<file path="src/sv/lfrs_pkg.sv">
// ----------------------------------------------------------------------------
// lfrs_pkg
// Shared types and constants for the line-follow ring sequencer.
// ----------------------------------------------------------------------------
package lfrs_pkg;

  typedef enum logic [2:0] {
    EL_NORMAL      = 3'd0,
    EL_RIGHT_CUT   = 3'd1,
    EL_LEFT_CUT    = 3'd2,
    EL_RIGHT_TRACE = 3'd3,
    EL_LEFT_TRACE  = 3'd4,
    EL_STOPPED     = 3'd5
  } element_t;

  typedef enum logic [1:0] {
    SRC_LINE = 2'd0,
    SRC_GYRO = 2'd1,
    SRC_STOP = 2'd2
  } source_t;

  typedef enum logic [2:0] {
    ST_IDLE, ST_PREP, ST_DIV, ST_RING, ST_OUT
  } state_t;

  localparam logic [2:0] ADDR_RING_MODE   = 3'd0;
  localparam logic [2:0] ADDR_CENTER_THR  = 3'd1;
  localparam logic [2:0] ADDR_SIDE_THR    = 3'd2;
  localparam logic [2:0] ADDR_ENTER_CUT   = 3'd3;
  localparam logic [2:0] ADDR_ENTER_TRACE = 3'd4;
  localparam logic [2:0] ADDR_ERROR_GAIN  = 3'd5;
  localparam logic [2:0] ADDR_CENTER_WT   = 3'd6;

  // quotient bits produced by the restoring divider
  localparam int QBITS = 20;
  // dividend width: |gain*num|*512 + divisor
  localparam int NUMW  = 37;
  // divisor width before doubling
  localparam int DENW  = 24;
  // partial remainder width, holds up to twice the divisor
  localparam int PARTW = DENW + 1;
  localparam int REMW  = PARTW + QBITS;

endpackage

</file>
<file path="src/sv/line_follow_ring_sequencer_core.sv">
// ----------------------------------------------------------------------------
// line_follow_ring_sequencer_core
// Steering error and roundabout sequencer for a five-coil track sensor.
// ----------------------------------------------------------------------------
// Each request passes from acceptance to a valid result in these steps: the
// PREP state forms numerator and divisor, the first DIV state loads the
// dividend, then one shared restoring subtract-and-shift unit produces the
// 20 quotient bits of the error, one bit per cycle, and the RING state
// updates the roundabout state. The block takes one request at a time;
// stall stays high while it works or holds a result, so a new request is
// accepted only after the previous result has been taken.
module line_follow_ring_sequencer_core (
  input  logic               clk,
  input  logic               rst,
  input  logic               in_valid,
  output logic               in_stall,
  input  logic [7:0]         sense_left,
  input  logic [7:0]         sense_left_mid,
  input  logic [7:0]         sense_center,
  input  logic [7:0]         sense_right_mid,
  input  logic [7:0]         sense_right,
  input  logic signed [11:0] wheel_speed,
  input  logic signed [11:0] heading_deg,
  output logic               out_valid,
  input  logic               out_stall,
  output logic signed [15:0] steer_error,
  output logic [2:0]         element_code,
  output logic [2:0]         ring_phase,
  output logic [1:0]         steer_source,
  output logic signed [10:0] gyro_target,
  output logic [9:0]         speed_setpoint,
  output logic               heading_clear,
  input  logic               psel,
  input  logic               penable,
  input  logic               pwrite,
  input  logic [4:0]         paddr,
  input  logic [31:0]        pwdata,
  output logic [31:0]        prdata,
  output logic               pready
);
  import lfrs_pkg::*;

  // configuration
  logic        ring_mode;
  logic [7:0]  center_thr, side_thr, error_gain;
  logic [14:0] enter_cut, enter_trace;
  logic [4:0]  center_wt;

  // architectural state
  element_t    element_reg;
  logic [2:0]  phase_reg;
  logic [31:0] distance_acc;
  logic [7:0]  holdoff_count;

  // captured request
  logic [7:0]  l_q, lm_q, m_q, rm_q, r_q;
  logic signed [11:0] spd_q, head_q;

  state_t      state, state_next;
  logic [4:0]  bit_cnt;
  logic [REMW-1:0] rem;      // partial remainder above, dividend / quotient below
  logic [DENW-1:0] den;
  logic [25:0] num_a;        // |1000*(R-L) + 20*w*d| before gain
  logic        num_neg;

  wire cfg_wr = psel & penable & pwrite;
  assign pready = 1'b1;

  always_ff @(posedge clk) begin
    if (rst) begin
      ring_mode <= 1'b1; center_thr <= 8'd80; side_thr <= 8'd55;
      enter_cut <= 15'd2300; enter_trace <= 15'd4000;
      error_gain <= 8'd45; center_wt <= 5'd7;
    end else if (cfg_wr) begin
      unique case (paddr[4:2])
        ADDR_RING_MODE:   ring_mode   <= pwdata[0];
        ADDR_CENTER_THR:  center_thr  <= pwdata[7:0];
        ADDR_SIDE_THR:    side_thr    <= pwdata[7:0];
        ADDR_ENTER_CUT:   enter_cut   <= pwdata[14:0];
        ADDR_ENTER_TRACE: enter_trace <= pwdata[14:0];
        ADDR_ERROR_GAIN:  error_gain  <= pwdata[7:0];
        ADDR_CENTER_WT:   center_wt   <= pwdata[4:0];
        default: ;
      endcase
    end
  end

  always_comb begin
    unique case (paddr[4:2])
      ADDR_RING_MODE:   prdata = {31'd0, ring_mode};
      ADDR_CENTER_THR:  prdata = {24'd0, center_thr};
      ADDR_SIDE_THR:    prdata = {24'd0, side_thr};
      ADDR_ENTER_CUT:   prdata = {17'd0, enter_cut};
      ADDR_ENTER_TRACE: prdata = {17'd0, enter_trace};
      ADDR_ERROR_GAIN:  prdata = {24'd0, error_gain};
      ADDR_CENTER_WT:   prdata = {27'd0, center_wt};
      default:          prdata = 32'd0;
    endcase
  end

  // ---- setup arithmetic (cycle PREP) ----
  logic [5:0]  w;
  logic signed [8:0] d;
  logic [7:0]  ad;
  logic signed [26:0] num_raw;
  logic [DENW-1:0] den_raw;
  always_comb begin
    if (m_q >= 8'd60)      w = 6'd10;
    else if (m_q <= 8'd30) w = 6'd40;
    else                   w = 6'(7'd70 - {1'b0, m_q[5:0]});
    d  = $signed({1'b0, rm_q}) - $signed({1'b0, lm_q});
    ad = d[8] ? 8'(-d) : d[7:0];
    num_raw = 27'sd1000 * ($signed({1'b0, r_q}) - $signed({1'b0, l_q}))
            + $signed({1'b0, 11'(w) * 11'd20}) * 27'(d);
    den_raw = DENW'(10'(l_q) + 10'(r_q)) * 24'd1000
            + DENW'(13'(m_q) * 13'(center_wt)) * 24'd1000
            + DENW'(15'(w) * 15'(ad) * 15'd3);
  end

  // ---- next-state ----
  always_comb begin
    state_next = state;
    unique case (state)
      ST_IDLE: if (in_valid) state_next = ST_PREP;
      ST_PREP: state_next = ST_DIV;
      ST_DIV:  if (bit_cnt == 5'd0) state_next = ST_RING;
      ST_RING: state_next = ST_OUT;
      ST_OUT:  if (!out_stall) state_next = ST_IDLE;
      default: state_next = ST_IDLE;
    endcase
  end

  always_comb begin
    in_stall  = (state != ST_IDLE);
    out_valid = (state == ST_OUT);
  end

  // divider step: dividend = |gain*num|*512 + den, divisor 2*den
  logic [26:0]      prod;
  logic [NUMW-1:0]  dividend;
  logic [PARTW-1:0] den2, part_n;
  logic [PARTW:0]   shifted;
  logic             sub_ok;
  always_comb begin
    prod     = 27'(num_a) * 27'(error_gain);
    dividend = NUMW'({prod, 9'd0}) + NUMW'(den);
    den2     = {den, 1'b0};
    shifted  = {rem[REMW-1:QBITS], rem[QBITS-1]};
    sub_ok   = shifted >= {1'b0, den2};
    part_n   = sub_ok ? PARTW'(shifted - {1'b0, den2}) : shifted[PARTW-1:0];
  end

  // ring decisions
  logic right, trace, det_r, det_l, lost;
  logic signed [12:0] h;
  logic [31:0] dist_sum;
  element_t el;
  always_comb begin
    det_r = (m_q > center_thr) && (r_q > side_thr) && (holdoff_count == 8'd0);
    det_l = (m_q > center_thr) && (l_q > side_thr) && (holdoff_count == 8'd0);
    lost  = (10'(l_q) + 10'(lm_q) + 10'(rm_q) + 10'(r_q)) < 10'd20;
    el = element_reg;
    if (det_r) el = ring_mode ? EL_LEFT_CUT : EL_LEFT_TRACE;
    if (det_l) el = ring_mode ? EL_RIGHT_CUT : EL_RIGHT_TRACE;
    if (lost)  el = EL_STOPPED;
    right = (el == EL_RIGHT_CUT) || (el == EL_RIGHT_TRACE);
    trace = (el == EL_RIGHT_TRACE) || (el == EL_LEFT_TRACE);
    h = right ? 13'(head_q) : -13'(head_q);
    dist_sum = distance_acc + 32'(spd_q);
  end

  always_ff @(posedge clk) begin
    if (rst) begin
      state <= ST_IDLE;
      element_reg <= EL_NORMAL; phase_reg <= 3'd1;
      distance_acc <= '0; holdoff_count <= '0;
    end else begin
      state <= state_next;
      if (state == ST_RING) begin
        element_reg <= el;
        if (el == EL_NORMAL) begin
          if (holdoff_count != 8'd0) holdoff_count <= holdoff_count - 8'd1;
        end else if (el != EL_STOPPED) begin
          unique case (phase_reg)
            3'd1: begin
              holdoff_count <= 8'd200;
              distance_acc  <= dist_sum;
              if ($signed(dist_sum) > $signed({17'd0, trace ? enter_trace : enter_cut})) begin
                distance_acc <= '0; phase_reg <= 3'd2;
              end
            end
            3'd2: if (h > (trace ? 13'sd40 : 13'sd50)) phase_reg <= 3'd3;
            3'd3: if (h > 13'sd260) phase_reg <= 3'd4;
            3'd4: if (h > (trace ? 13'sd330 : 13'sd340)) phase_reg <= 3'd5;
            3'd5: begin
              distance_acc <= dist_sum;
              if ($signed(dist_sum) > 32'sd5000) begin
                distance_acc <= '0; phase_reg <= 3'd1; element_reg <= EL_NORMAL;
              end
            end
            default: ;
          endcase
        end
      end
    end
  end

  // datapath registers
  always_ff @(posedge clk) begin
    if (state == ST_IDLE && in_valid) begin
      l_q <= sense_left; lm_q <= sense_left_mid; m_q <= sense_center;
      rm_q <= sense_right_mid; r_q <= sense_right;
      spd_q <= wheel_speed; head_q <= heading_deg;
    end
    if (state == ST_PREP) begin
      num_a   <= num_raw[26] ? 26'(-num_raw) : 26'(num_raw);
      num_neg <= num_raw[26];
      den     <= (den_raw < 24'd250000) ? 24'd250000 : den_raw;
      bit_cnt <= 5'(QBITS);
    end
    if (state == ST_DIV) begin
      if (bit_cnt == 5'(QBITS)) begin
        // load: high dividend bits start as the partial remainder
        rem <= {PARTW'(dividend[NUMW-1:QBITS]), dividend[QBITS-1:0]};
      end else begin
        rem <= {part_n, rem[QBITS-2:0], sub_ok};
      end
      bit_cnt <= bit_cnt - 5'd1;
    end
  end

  // result formatting
  logic signed [15:0] err_sat;
  logic [QBITS-1:0] qmag;
  always_comb begin
    qmag = rem[QBITS-1:0];
    if (qmag > QBITS'(32767)) err_sat = num_neg ? -16'sd32768 : 16'sd32767;
    else err_sat = num_neg ? -$signed({1'b0, qmag[14:0]}) : $signed({1'b0, qmag[14:0]});
  end

  logic clr_q;
  logic ring_is_right, ring_is_trace;
  always_ff @(posedge clk) begin
    if (state == ST_RING) begin
      clr_q <= (el != EL_NORMAL) && (el != EL_STOPPED) &&
               (((phase_reg == 3'd1) &&
                 ($signed(dist_sum) > $signed({17'd0, trace ? enter_trace : enter_cut}))) ||
                ((phase_reg == 3'd5) && ($signed(dist_sum) > 32'sd5000)));
      steer_error   <= err_sat;
      ring_is_right <= right;
      ring_is_trace <= trace;
    end
  end

  always_comb begin
    element_code   = element_reg;
    ring_phase     = phase_reg;
    heading_clear  = clr_q;
    steer_source   = SRC_LINE;
    gyro_target    = '0;
    speed_setpoint = 10'd195;
    if (element_reg == EL_STOPPED) begin
      steer_source = SRC_STOP; speed_setpoint = 10'd0;
    end else if (element_reg != EL_NORMAL || clr_q) begin
      // ring element, or the exit tick that reports normal with phase 1 action
      steer_source = SRC_GYRO; speed_setpoint = 10'd190;
      unique case (phase_reg)
        3'd2: gyro_target = ring_is_trace ? 11'sd600 : 11'sd550;
        3'd3: if (ring_is_trace) steer_source = SRC_LINE; else gyro_target = 11'sd750;
        3'd4: gyro_target = ring_is_trace ? 11'sd650 : 11'sd500;
        3'd5: speed_setpoint = 10'd195;
        default: ;
      endcase
      if (!ring_is_right) gyro_target = -gyro_target;
    end
  end
endmodule

</file>
<file path="config.mk">
export PLATFORM = sky130hd
export DESIGN_NAME = line_follow_ring_sequencer_core
export DESIGN_NICKNAME = d
export VERILOG_FILES = /design/src/sv/lfrs_pkg.sv /design/src/sv/line_follow_ring_sequencer_core.sv
export SDC_FILE = /design/constraint.sdc
export NUM_CORES = 2
export LEC_CHECK = 0
export BUFFER_PORTS_ARGS = -buffer_cell sky130_fd_sc_hd__buf_4
export CAP_MARGIN = 20
export CORE_ASPECT_RATIO = 1.75
export CORE_MARGIN = 10
export CORE_UTILIZATION = 40
export DETAILED_ROUTE_END_ITERATION = 6
export PLACE_DENSITY = 0.57
export SYNTH_ARGS = -nofsm -noshare
export SYNTH_HDL_FRONTEND = slang
export SYNTH_SLANG_ARGS = --single-unit
</file>
<file path="constraint.sdc">
create_clock -name clk -period 27.7 [get_ports clk]
set_input_delay 1.385 -clock clk [delete_from_list [all_inputs] [get_ports clk]]
set_output_delay 1.385 -clock clk [all_outputs]
set_load 0.05 [all_outputs]
</file>
==> results.md <==
- Initial Utilization: 0.403
- Max Clock Skew: 0.0443 ns
- Seq/Total Area, Yosys: 0.207
- Mapped Area: ~0.037 sq mm
- 1st-pass router iterations: 5
- First-pass GRT wire length: 151 mm
- Max-cap violations: 0
- CTS buffer count: 34
- Clock insertion delay at the later pin of the skew report: 0.58 ns
- Total Wirelength: between 90 and 100 mm
- Synth Flop Type: edfxtp_1
- Multi-input gate area: 0.0265 sq mm
- Largest family of logic cells by synthesized area: adder cells
- Port buffer count: around 150
- Yosys top cell by area: fa_1
- HPWL after detailed placement: between 70 and 80 mm
- CTS clk-pin slew, worst paths: 0.07 ns
- Final min period: 11.21 ns
- Antenna viol nets, final: 0
- Post CTS Setup Buffer Count: 0
- Largest net degree at the start of global routing: 65
- Clock tree buffer depth: 3
- Status: finished clean
- RSZ-0062 raised after global routing: false
- Initial antenna violation count: 1
- Crit share post-route: 0.405
- CP Launch Type: flip-flop
- Post-Synthesis Cells: ~4,100
- Fillcell total: approximately 9,100
- Post-CTS sizing: 0
- Worst Path Class, Setup: flip-flop to flip-flop
- Sequential cell area: between 0.007 and 0.008 sq mm
- Crit path max fanout: 15
- Gr ovfl total: 0
- Fin. Hold Viols: 0
- Least-Margin Pin Slew: ~1 ns
- CTS Hold Bufs: 0
- DR WL/cell: between 15 and 20 um
- Max Slew Vio Count: 0
- Peak Freq: 89.2 MHz
- IO Pins: 189
- CTS tree: yes
- Worst Path Arrival: around 12 ns
- Floorplan row count: ~150
- Worst path required time: 27.99 ns
- Cell variety after synth: 92
- Setup Total Neg Slack: 0 ns
- Multiplexer area fraction after synthesis: 0.0259
- Synth area leaders: fa_1 19%, ha_1 15%, edfxtp_1 15%, inv_1 6.2%, dfxtp_1 5.9%
- Min-Delay Path Class: flip-flop to flip-flop
- H-tree depth: 2
- Setup slack, reg-to-reg: between 15 and 20 ns
- Slowest stage cell, crit path: edfxtp_1
- Post-synth EDFFs: roughly 180
- #FFs+latches synth: about 290
- Max stage delay on crit path: about 0.6 ns
- CP most frequent cell: inv_1
- Mean number of vias per cell: just over 5
- Mean Syn Cell Area: around 9.0 sq um
- Max_slew headroom: 0.332
- Synth top cells by count: 614 x inv_1, 455 x ha_1, 392 x nand2_1
- Final nets: between 5,000 and 6,000
- Final setup fails: 0
- Ys async rst share: 0
- Post-Synth Simple-Gate Area: 0.150
- GRT Util Overall: 0.176
- Crit path capture type: flip-flop
- Share of layout cells above drive strength 1: 0.0682
- Die width: 250 um
- Yosys warning count: 0
- Die footprint: between 0.1 and 0.15 sq mm
- Top-area cell type share of the netlist area: 0.192
- Area of the core: ~0.092 sq mm
- Clock Tree Root: clkbuf_16
- 1st-iter DRT viols: between 1,000 and 1,500
- Remaining DRCs: 0
- Cell with the most instances after synthesis: inv_1
- Die Height: about 420 um
- XOR/XNOR Fraction of Synth Area: 0.0665
- Clk sinks: roughly 290
- RePlAce Congestion: between 0.8 and 0.9
- Adder-Cell Fraction of Synth Area: 0.346
- Area Overhead vs Synth: 9.43%
- Compound-cell area share of the yosys netlist: 0.125
- Number of global-route vias before repair: 28,900
- Via count: between 20,000 and 30,000
==> cells in the final DEF, fill, tap and decap left out, types with 25 or more instances in the layout <==
cell       synthesis  routed
inv_1            614     613
ha_1             455     455
nand2_1          392     392
fa_1             354     354
nor2_1           270     269
a21oi_1          237     237
xnor2_1          186     186
edfxtp_1         182     182
buf_4             26     179
o21ai_0          133     133
and2_1           128     128
dfxtp_1          109     109
xor2_1            94      94
mux2i_1           82      82
a21o_1            68      68
nand2b_1          63      63
nor3_1            65      62
nand3_1           57      56
nor2b_1           38      38
o21bai_1          36      36
a22o_1            36      36
or3_1             34      34
clkbuf_16          0      34
conb_1             2      26
a31oi_1           25      25
==> cell families after synthesis <==
kind of cell | count (synthesis)
DFF | 291
buffers and inverters | 745
and+or+nand+nor | 1160
other | 2
muxes | 94
adders and majority gates | 809
AOI/OAI and AO/OA | 717
xor gates and xnor gates | 280
==> stage by stage <==
stage                     cells  worst slack, ns   util  hold WS (ns)  instance area (sq um)
after floorplan            4122            18.32      -         0.426                  37000
after global placement     5363            16.62  0.429         0.439                  39300
after detailed placement   5363            16.46  0.429         0.452                  39300
after CTS                  5425            16.40  0.441         0.462                  40400
after global routing       5428            15.73  0.441         0.490                  40400
final                      5428            16.49  0.441         0.462                  40400
==> final timing paths <==
check                     end  cells past startpoint             start
max reg2reg         num_a[18]                     43            m_q[0]
min reg2reg  distance_acc[29]                      2  distance_acc[29]
max                 num_a[18]                     43            m_q[0]
min          distance_acc[29]                      2  distance_acc[29]
==> registers in the layout (all words and copies together), names as in the netlist, 12 cells and up <==
| name | flops |
|---|---|
| enter_cut | 15 |
| head_q | 12 |
| distance_acc | 32 |
| steer_error | 16 |
| enter_trace | 15 |
| spd_q | 12 |
| den | 24 |
| rem | 45 |
| num_a | 24 |
==> critical path: cells and delay by family (launching register included) <==
kind / cells / cell delay [ns]
AOI/OAI and AO/OA: 12 / 2.40
xor gates and xnor gates: 3 / 0.90
adders and majority gates: 11 / 4.39
buffers and inverters: 7 / 1.01
DFF: 1 / 0.60
and+or+nand+nor: 10 / 1.55
==> area by class of cell <==
class	instances	share of cell area
inverters	615	0.0572
multi-input cells	3086	0.655
diodes	1	0.0000620
repair buffers	181	0.0337
clock buffers	39	0.0218
clock inverters	23	0.00567
flip-flops and latches	291	0.189
well taps	1192	0.0369
==> metal layers <==
layer / vias to the layer above / routed length [um] / global-route usage
met5: - / 0 / 0
met4: 0 / 3440 / 0.0672
met3: 146 / 2680 / 0.0159
met2: 402 / 52500 / 0.347
met1: 13700 / 35700 / 0.187
li1: 13900 / - / -
Power is left out: the tool's default activity adds up to more than one toggle a clock period on the data nets, which glitch-free logic cannot reach.
